--- src/rtl/core/ocu_pkg.sv ---
// ----------------------------------------------------------------------------
// ocu_pkg
// Shared types and constants of the occupancy cell hit/visit update unit.
// ----------------------------------------------------------------------------
package ocu_pkg;

	localparam int CNT_W = 16;
	localparam int HGT_W = 16;

	localparam logic [CNT_W-1:0] COUNT_MAX    = 16'hFFFF;
	localparam logic [HGT_W-1:0] HEIGHT_RESET = 16'h7FFF;
	localparam logic [CNT_W-1:0] THRESH_RESET = 16'd3;

	localparam logic OP_UPDATE = 1'b0;
	localparam logic OP_QUERY  = 1'b1;

	typedef struct packed {
		logic        [CNT_W-1:0] hits;
		logic        [CNT_W-1:0] visits;
		logic signed [HGT_W-1:0] height;
	} cell_t;

	typedef struct packed {
		logic active;
		logic wr_en;
	} clr_status_t;

endpackage

--- src/rtl/core/ocu_cell_alu.sv ---
// ----------------------------------------------------------------------------
// ocu_cell_alu
// Next-state logic of one cell for an update or query request.
// ----------------------------------------------------------------------------
module ocu_cell_alu
	import ocu_pkg::*;
(
	input  cell_t                   cur,
	input  logic                    opcode,
	input  logic                    hit,
	input  logic signed [HGT_W-1:0] point_height,
	input  logic        [CNT_W-1:0] threshold,
	output cell_t                   nxt
);

	logic              lower;
	logic [CNT_W-1:0]  hits_inc;
	logic [CNT_W-1:0]  visits_inc;

	assign lower      = point_height < cur.height;
	assign hits_inc   = (cur.hits == COUNT_MAX) ? COUNT_MAX : cur.hits + 1'b1;
	assign visits_inc = (cur.visits == COUNT_MAX) ? COUNT_MAX : cur.visits + 1'b1;

	always_comb begin
		nxt = cur;
		if (opcode == OP_UPDATE) begin
			if (hit) begin
				if (lower) begin
					nxt.height = point_height;
					nxt.hits   = hits_inc;
					nxt.visits = visits_inc;
				end
			end else if (cur.hits > threshold) begin
				if (lower) begin
					nxt.visits = visits_inc;
				end
			end else begin
				nxt.visits = visits_inc;
				nxt.height = point_height;
			end
		end
	end

endmodule

--- config.mk ---
export PLATFORM = sky130hd
export DESIGN_NAME = ocu_cell_alu
export DESIGN_NICKNAME = d
export VERILOG_FILES = /design/src/rtl/core/ocu_pkg.sv /design/src/rtl/core/ocu_cell_alu.sv
export SDC_FILE = /design/constraint.sdc
export NUM_CORES = 1
export LEC_CHECK = 0
export BUFFER_PORTS_ARGS = -buffer_cell sky130_fd_sc_hd__buf_2
export CAP_MARGIN = 30
export CORE_UTILIZATION = 46
export DETAILED_ROUTE_END_ITERATION = 10
export PLACE_DENSITY = 0.9
export SETUP_SLACK_MARGIN = 0.2
export SLEW_MARGIN = 20
export SYNTH_ARGS = -nofsm -noshare
export SYNTH_HDL_FRONTEND = slang
export SYNTH_SLANG_ARGS = --single-unit
--- constraint.sdc ---
create_clock -name vclk -period 3.3
set_input_delay 0.165 -clock vclk [all_inputs]
set_output_delay 0.165 -clock vclk [all_outputs]
set_load 0.005 [all_outputs]
Word-level counts from Yosys, hierarchy flattened. Cells that the tools add are included.

Bits in registers: 0. Bits of input ports: 82. Output and inout bits: 48. Logic and storage cells: 15.

Add/subtract/negate cells: 2. Magnitude comparators: 2. Equal/unequal tests: 2. Muxes and demuxes: 9.

Operators with widths (number): 16-bit 2-to-1 mux (6); 48-bit 2-to-1 mux (2); 16-bit by 1-bit adder with 16-bit output, second input constant (2); 16-bit equality test, second input constant (2); 32-bit 2-to-1 mux (1); 16-bit greater-than comparator (1); 16-bit < comparator (1).

Logic depth before layout (Yosys ltp).
Depth after elaboration: 6. Mapped depth: 11. Gate-level depth less buffers: 9.

Least setup slack after synthesis. OpenSTA, ideal clock, no wires.

Path kind: in2out. Start: in cur[15] (netlist name). End: out nxt[17] (netlist name). Data arrival time: 2.333 ns. Slack: 0.802 ns. Stages on the path: 9. Path buffers: 1. Path through: inv_1 -> ha_1 -> and4_1 -> a221o_1 -> nor3_2 -> mux2_2 -> buf_4 -> a21oi_1 -> mux2_2.

RTL lines: start: declaration (line ocu_cell_alu.sv:8) `input cell_t cur,`; end: declaration (line ocu_cell_alu.sv:13) `output cell_t nxt`.

==> flow_summary.yaml <==
logic_synthesis:
  avgSynthCellArea_sq_um: 6.93
  synth_mux_area_frac: 0.203
  yosysSeqAreaShare: 0
  synth.area.top_cells: "ha_1, mux2_2, inv_1, mux2_4, a21oi_1"
  synth_top_area_share: 0.201
  yosysWarningCount: 0
  synth_top_cell_by_area: "ha_1"
  synth-simple-area-share: 0.253
  syn-num-nets: 412
  synth_top_family_by_area: "simple AND/OR/NAND/NOR gates"
  synth_compound_area_frac: 0.232
  synth_area_sq_um: 2060
  syn_inst: 297
  ys_types: 42
  synthAdderAreaFrac: 0.201
  synthXorXnorAreaFrac: 0.00790
die:
  rows: 23
  core_sq_um: 4140
  die_x_microns: 68.9
  io_pins: 130
  start_util: 0.497
  die_area_sq_um: 4750
  die_h_microns: 68.9
sta:
  grt_setup_unrepaired: "yes"
  worstMarginPinSlew_ns: 0.584
  setup_viol: 0
  slew_headroom: 0.601
  period_share: 0.928
  min_period_ns: 3.06
  hold_viol: 0
  tns_ns: 0
  max_freq_ghz: 0.326
  finalMaxSlewViolations: 0
placed_design:
  routabilityCongestion: 0.848
  hpwlAfterDp_microns: 5200
  port_buffers: 130
  placedCellCount: 466
route:
  ant_nets: 0
  wl_per_cell_microns: 13.5
  vias_per_cell: 5.73
  drcViolationCount: 0
  finalWirelength_microns: 6280
  drt-pass1-iter-count: 4
  vias: 2672
  drt_iter0_markers: 178
finish:
  n_antenna_cell: 0
  final_cell_count_no_fill: 466
  nNetsFinal: 533
  seq_area_sq_um: 0
  final_layout_size_suffix_gt1_frac: 0.406
  clock_buffers: 0
  syn_to_final_growth_pct: 33.0
  fillers: 375
  seq_cells: 0
status:
  status: "completed"
grt:
  grt_pass1_vias: 2296
  grt_pass1_wl_microns: 9160
  grt.overflow.total: 0
  antenna_found_initial: 0
  grt_max_degree: 21
  grt_usage: 0.244
worst_setup_path:
  crit_fanout: 20
  required_ns: 3.13
  path_class: "input port to output port"
  end_kind: "output port"
  start_kind: "input port"
  worstPathArrival_ns: 2.90
power_and_ir_drop:
  ir_drop_v: 0.0000732
  p_per_area_nw_per_um2: 134
  p_leak_nw: 1.52
min_path:
  hp-class: "input port to output port"
cts:
  cts_hold_buffers: 0
flow_run:
  max-cap-violations: 0
## worst max-delay path, stage by stage
cell and delay, ns:
buf_2 0.09, inv_1 0.04, ha_1 0.40, and4_1 0.25, a221o_1 0.33, nor3_2 0.35
mux2_2 0.55, and3_1 0.32, a31oi_1 0.24, buf_2 0.15
## power by group
group          total (mW)  switching [mW]  leakage, nW  internal (mW)
Combinational       0.368           0.190         1.52          0.177
Sequential              0               0            0              0
Clock                   0               0            0              0
Total               0.368           0.190         1.52          0.177
## cells by family (layout without fill, tap and decap cells)
logic type                 count (synthesis)  after routing
buffers and inverters                     53            172
adders and majority gates                 33             33
muxes                                     34             34
xor gates and xnor gates                   1              1
AOI/OAI and AO/OA                         75             75
and+or+nand+nor                          101            101
## per-layer routing
| metal | up-vias | global-route usage | routed length, microns |
|---|---|---|---|
| met5 | - | 0 | 0 |
| met4 | 0 | 0.107 | 165 |
| met3 | 18 | 0.0263 | 453 |
| met2 | 140 | 0.471 | 3200 |
| met1 | 1179 | 0.262 | 2460 |
| li1 | 1335 | - | - |
## path summary, 6_finish.rpt
kind,cells after the start,slack (ns),end,from
setup / recovery,10,0.24,nxt[41],cur[15]
hold / removal,3,0.64,nxt[7],cur[7]
## what timing repair did
action                                  in CTS  in global routing
resized for setup                            0                  2
setup buffers                                0                  0
endpoints found under the setup margin       0                 34
## per-stage QoR
step                      cell area, sq um  hold slack (ns)  power [mW]   util  setup WS (ns)
after floorplan                       2060            0.381       0.213      -          0.802
after global placement                2720            0.627       0.346  0.656          0.328
after CTS                             2720            0.637       0.361  0.656          0.244
final                                 2740            0.635       0.368  0.661          0.236
after global routing                  2740            0.646       0.407  0.661          0.135
after detailed placement              2720            0.638       0.359  0.656          0.250
## cell usage after synthesis, drive strengths merged (2+ instances only)
cell / instances
clkbuf: 8
ha: 33
a21oi: 23
nor3: 8
mux2: 32
nand2: 29
a21o: 2
o21ai: 17
inv: 41
nand4: 10
nor2: 12
and2: 3
nand3: 14
nand2b: 4
mux2i: 2
o31ai: 2
a2111oi: 3
and4: 3
a21boi: 2
a31oi: 17
and3: 7
nor2b: 4
o2111ai: 2
nor4: 4
buf: 4
## final cells by class
type / instances / area (sq um) / area share
well taps: 50 / 62.6 / 0.0229
repair buffers: 131 / 658 / 0.240
multi-input cells: 244 / 1860 / 0.681
inverters: 41 / 154 / 0.0562
## cell usage in the layout (no fill, tap or decap), types with 2 or more instances in the layout
cell type,count
buf_2,130
inv_1,41
ha_1,33
nand2_1,29
a21oi_1,23
mux2_2,21
o21ai_0,17
a31oi_1,17
nand3_1,14
nor2_1,12
nand4_1,10
mux2_4,10
and3_1,7
nor3_1,7
nor2b_1,4
nand2b_1,4
and4_1,3
and2_1,3
nor4_1,3
a21o_1,2
a2111oi_2,2
o31ai_1,2
o2111ai_1,2
a21boi_0,2
mux2i_1,2
Note: power is estimated with default switching activity, not from simulation.
