### src/rtl/core/ocu_pkg.sv
// ----------------------------------------------------------------------------
// ocu_pkg
// Shared types and constants of the occupancy cell hit/visit update unit.
// ----------------------------------------------------------------------------
package ocu_pkg;

	localparam int CNT_W = 16;
	localparam int HGT_W = 16;

	localparam logic [CNT_W-1:0] COUNT_MAX    = 16'hFFFF;
	localparam logic [HGT_W-1:0] HEIGHT_RESET = 16'h7FFF;
	localparam logic [CNT_W-1:0] THRESH_RESET = 16'd3;

	localparam logic OP_UPDATE = 1'b0;
	localparam logic OP_QUERY  = 1'b1;

	typedef struct packed {
		logic        [CNT_W-1:0] hits;
		logic        [CNT_W-1:0] visits;
		logic signed [HGT_W-1:0] height;
	} cell_t;

	typedef struct packed {
		logic active;
		logic wr_en;
	} clr_status_t;

endpackage

### src/rtl/core/ocu_clear_seq.sv
// ----------------------------------------------------------------------------
// ocu_clear_seq
// Clearing pass after reset: walks every cell address once.
// ----------------------------------------------------------------------------
module ocu_clear_seq
	import ocu_pkg::*;
#(
	parameter int DEPTH  = 4096,
	parameter int ADDR_W = 12
) (
	input  logic              clk,
	input  logic              arst_n,
	output clr_status_t       status,
	output logic [ADDR_W-1:0] addr
);

	logic [ADDR_W-1:0] addr_q;
	logic              active_q;

	always_ff @(posedge clk or negedge arst_n) begin
		if (!arst_n) begin
			addr_q   <= '0;
			active_q <= 1'b1;
		end else if (active_q) begin
			if (addr_q == ADDR_W'(DEPTH - 1)) begin
				active_q <= 1'b0;
			end
			addr_q <= addr_q + 1'b1;
		end
	end

	assign status.active = active_q;
	assign status.wr_en  = active_q;
	assign addr          = addr_q;

endmodule

### config.mk
export PLATFORM = sky130hd
export DESIGN_NAME = ocu_clear_seq
export DESIGN_NICKNAME = d
export VERILOG_FILES = /design/src/rtl/core/ocu_pkg.sv /design/src/rtl/core/ocu_clear_seq.sv
export SDC_FILE = /design/constraint.sdc
export NUM_CORES = 1
export LEC_CHECK = 0
export BUFFER_PORTS_ARGS = -buffer_cell sky130_fd_sc_hd__buf_2
export CAP_MARGIN = 20
export CORE_AREA = 2 2 39 41
export CTS_CLUSTER_DIAMETER = 80
export DETAILED_ROUTE_END_ITERATION = 16
export DIE_AREA = 0 0 41 43
export GPL_TIMING_DRIVEN = 0
export PLACE_DENSITY_LB_ADDON = 0.1
export RECOVER_POWER = 25
export SLEW_MARGIN = 20
export SYNTH_ARGS = -nofsm -noshare
export SYNTH_HDL_FRONTEND = slang
export SYNTH_SLANG_ARGS = --single-unit
### constraint.sdc
create_clock -name clk -period 1.9 [get_ports clk]
set_clock_uncertainty 0.2 [all_clocks]
set_input_delay 0 -clock clk [delete_from_list [all_inputs] [get_ports clk]]
set_output_delay 0 -clock clk [all_outputs]
set_load 0.05 [all_outputs]
; Yosys cells after proc, flatten, opt, wreduce, memory -nomap -nowiden
; Index checks and enable logic that the tools add are counted.
[word_totals]
in_bits = 2
wordCells = 6
ff_bits = 13
[classes]
n_addsub = 1
n_eq_ne = 1
mux = 2
[op_table]
columns = op, n
row1 = 12-bit by 1-bit adder with 12-bit output (second input constant), 1
row2 = 12-bit equality test (second input constant), 1
row3 = 1-bit 2-to-1 mux, 2

; Logic depth before layout (Yosys ltp)
[depth]
word_depth = 3
mapped_depth = 4

; Worst setup path before layout
; No wires, ideal clock.
[synth_path]
path_type = flip-flop to flip-flop
from = register addr_q[0], in the netlist addr[0]
to = register addr_q[10], in the netlist addr[10]
t_required_ns = 1.618
stages_incl_launch_ff = 5
path_slack_ns = 0.146
period_less_slack_ns = 1.754
arrival_time_ns = 1.472
cell_sequence = dfrtp_1 > ha_1 > nand4_1 > nor3_1 > xor2_1
[synth_between]
elab_chain_cells = 1
[synth_lines]
columns = element, line
row1 = start: declaration, ocu_clear_seq.sv:17  ; logic [ADDR_W-1:0] addr_q;
row2 = start signal: assignment, ocu_clear_seq.sv:28  ; addr_q <= addr_q + 1'b1;
row3 = 12-bit by 1-bit adder with 12-bit output, ocu_clear_seq.sv:28
; Every way passes these cells.
; A chain may end at the register's enable or synchronous reset.

==> impl_metrics.csv <==
group,metric,value,unit
sta,worst_pin_slew,0.5958,ns
power,p_seq_share,60.0,%
global_routing,grt_use_met3,8.377,%
global_routing,grt_overflow,0,
worst_hold_path,min_to,"addr[10]$_DFFE_PN0P_",
placement,placed_area,695.7,um^2
critical_path,reg2reg_to,"addr[10]$_DFFE_PN0P_",
critical_path,crit_fanout,7,
critical_path,crit_type,"register to register",
final_layout,stdcell_area,740.7,um^2
power,comb_power_share,2.3,%
floorplanning,dieArea,0.001763,mm^2
power,p_int,0.0003624,W
final_layout,fin_cells,88,
clocking,cts_root_buffer,"clkbuf_4",
synth,synth.avg_cell_area,12.01,um^2
floorplanning,die_h,43,um
global_routing,grt_pass1_wl,1725,um
final_layout,syn_to_final_growth,23.33,%
critical_path,r2r_setup_slack,0.24,ns
placement,gp_congestion,0.6413,
placement,dp.cells,81,
final_layout,fillers,130,
outcome,outcome,"complete, no violations",
clocking,path_clk_slew,0.08,ns
global_routing,grt_busiest_layer,"met2",
clocking,h-tree-depth,1,
floorplanning,start_util,43.40,%
sta,period_needed,1.655,ns
power,swShare,21.42,%
sta,max_freq,0.6042,GHz
global_routing,grt_max_degree,13,
clocking,clockBufferDepth,2,
synth,synth_seq_area_share,54.37,%
critical_path,cpPeakStageDelay,0.54,ns
global_routing,grt_pass1_vias,382,
synth,synth.distinct_cells,17,
critical_path,cp.required,1.90,ns
clocking,clkSinkCount,13,
power,power_leakage,0.3797,nW
route,ant_nets,0,
clocking,cts_setup_buffers,0,
final_layout,diodes,0,
route,drt_first_pass_iters,4,
final_layout,drive_gt1_share,23.61,%
power,p_total,0.0004612,W
synth,synth_area,600.6,um^2
worst_hold_path,hold_path.class,"register to register",
synth,syn_nets,53,
worst_hold_path,worstHoldStart,"addr[10]$_DFFE_PN0P_",
sta,relSlewSlack,60.45,%
floorplanning,io_pins,16,
power,worst_ir_drop_vdd,0.0004370,V
critical_path,ff2ff_path_depth,4,
synth,ys_ff_latch,13,
sta,whs,0.2974,ns
sta,drv_slew,0,
floorplanning,core-area,0.001384,mm^2
synth,yosys_warnings,0,
route,drtIter0Drc,4,
placement,io_buffer_count,15,
clocking,cts_tree,"built",
route,viasPerCell,4.852,
global_routing,antenna_found_initial,0,
synth,syn_inst,50,
critical_path,end_kind,"register",
route,vias,427,
global_routing,track_usage,15.35,%
power,p_sw,0.00009881,W
power,p_clk_share,37.7,%
final_layout,final_nets,76,
global_routing,met1_usage,19.73,%
route,drc,0,
clocking,insertion_delay,0.28,ns
placement,dpl.hpwl,781.7,um
sta,hold_violations,0,
sta,tns,0,ns
floorplanning,rows,14,
sta,setup_viol,0,
critical_path,cp-startpoint,"active_q$_DFF_PN1_",
worst_hold_path,holdPathStages,1,
job,max_cap_violations,0,
critical_path,r2r-start,"active_q$_DFF_PN1_",
power,power_density,622.7,mW/mm^2
critical_path,cp_cell_sequence,"buf_2 > nand4_1 > nor3_1 > xor2_1",
floorplanning,die_w,41,um
clocking,cts_buffers,3,
critical_path,cp.arrival,1.66,ns
route,wirelength,1110,um
route,drt-wirelength-per-cell,12.61,um
sta,fin_crit_sh,87.11,%
final_layout,layout_common_cells,"dfrtp_1, clkbuf_1, buf_2, xor2_1, nand2_1",
sta,rsz0062_at_grt,"false",
global_routing,grt_use_met2,20.00,%
final_layout,final_common_cell,"dfrtp_1",
critical_path,worst_path_max_delay_cell,"dfstp_2",
critical_path,crit_path_start_kind,"register",
worst max-delay path: cells and delay by family, from the launching register on:
family	cells	cell delay, ns
xor gates and xnor gates	1	0.16
buffers and inverters	1	0.18
DFF	1	0.54
and+or+nand+nor	2	0.50
how the worst max path moves through the flow:
stage	to	slack, ns	cells past startpoint
final	addr[10]$_DFFE_PN0P_	0.24	4
after global routing	addr[10]$_DFFE_PN0P_	0.12	4
after CTS	addr[10]$_DFFE_PN0P_	0.24	4
after detailed placement	addr[10]$_DFFE_PN0P_	0.27	4
after global placement	addr[10]$_DFFE_PN0P_	0.27	4
after floorplan	addr[10]$_DFFE_PN0P_	0.15	4
state kept, by name (all words and copies together), names as in the netlist:
name / count
addr: 12
active_q: 1
stage by stage:
step	setup WS, ns	utilization, %
after detailed placement	0.2694	50.27
after global placement	0.2700	50.27
after global routing	0.1244	53.53
final	0.2448	53.53
after floorplan	0.1459	-
after CTS	0.2413	54.34
repair_timing:
item                       4_1_cts  5_1_grt
hold endpoints to repair        13        0
resized for setup                0        0
setup endpoints to repair        0        0
hold buffers                     3        0
layout make-up:
type | instances | area (um^2) | area share [%]
repair buffers | 18 | 93.84 | 12.67
clock buffers | 4 | 26.28 | 3.547
multi-input cells | 32 | 246.5 | 33.28
inverters | 2 | 7.507 | 1.014
well taps | 16 | 20.02 | 2.703
flip-flops and latches | 13 | 326.6 | 44.09
plain buffers | 3 | 20.02 | 2.703
power by group through the flow:
stage / clock (W) / combinational (W) / sequential, W
CTS: 0.000180 / 0.0000114 / 0.000277
global route: 0.000198 / 0.0000128 / 0.000277
floorplan: 0 / 0.000000000130 / 0.000282
global placement: 0 / 0.00000647 / 0.000282
finish: 0.000174 / 0.0000107 / 0.000276
detailed placement: 0 / 0.00000644 / 0.000282
layer usage:
layer	part of all wire, %	up-vias
li1	-	213
met2	46	13
met3	6.8	2
met1	47	199
met4	0.54	0
met5	0	-
cell usage after synthesis:
cell	n	area [um^2]
dfrtp_1	12	300.3
xor2_1	7	61.31
nand2_1	5	18.77
xnor2_1	4	35.03
nand3_1	3	15.01
nor3_1	3	15.01
buf_4	2	15.01
inv_1	2	7.510
nand4_1	2	12.51
nor2_1	2	7.510
nor4_2	2	25.02
buf_2	1	5.000
dfstp_2	1	26.28
ha_1	1	12.51
mux2_2	1	11.26
nand4_4	1	21.27
o41a_1	1	11.26
cell families after synthesis:
kind of cell / after synthesis / share of synthesized area (%)
AO/OA/AOI/OAI: 1 / 1.875
flip-flops: 13 / 54.38
buffers and inverters: 5 / 4.582
adder cells (fa/ha/maj): 1 / 2.083
multiplexers: 1 / 1.875
AND/OR/NAND/NOR: 18 / 19.16
XOR/XNOR: 11 / 16.04
Note: power is estimated with default switching activity, not from simulation.
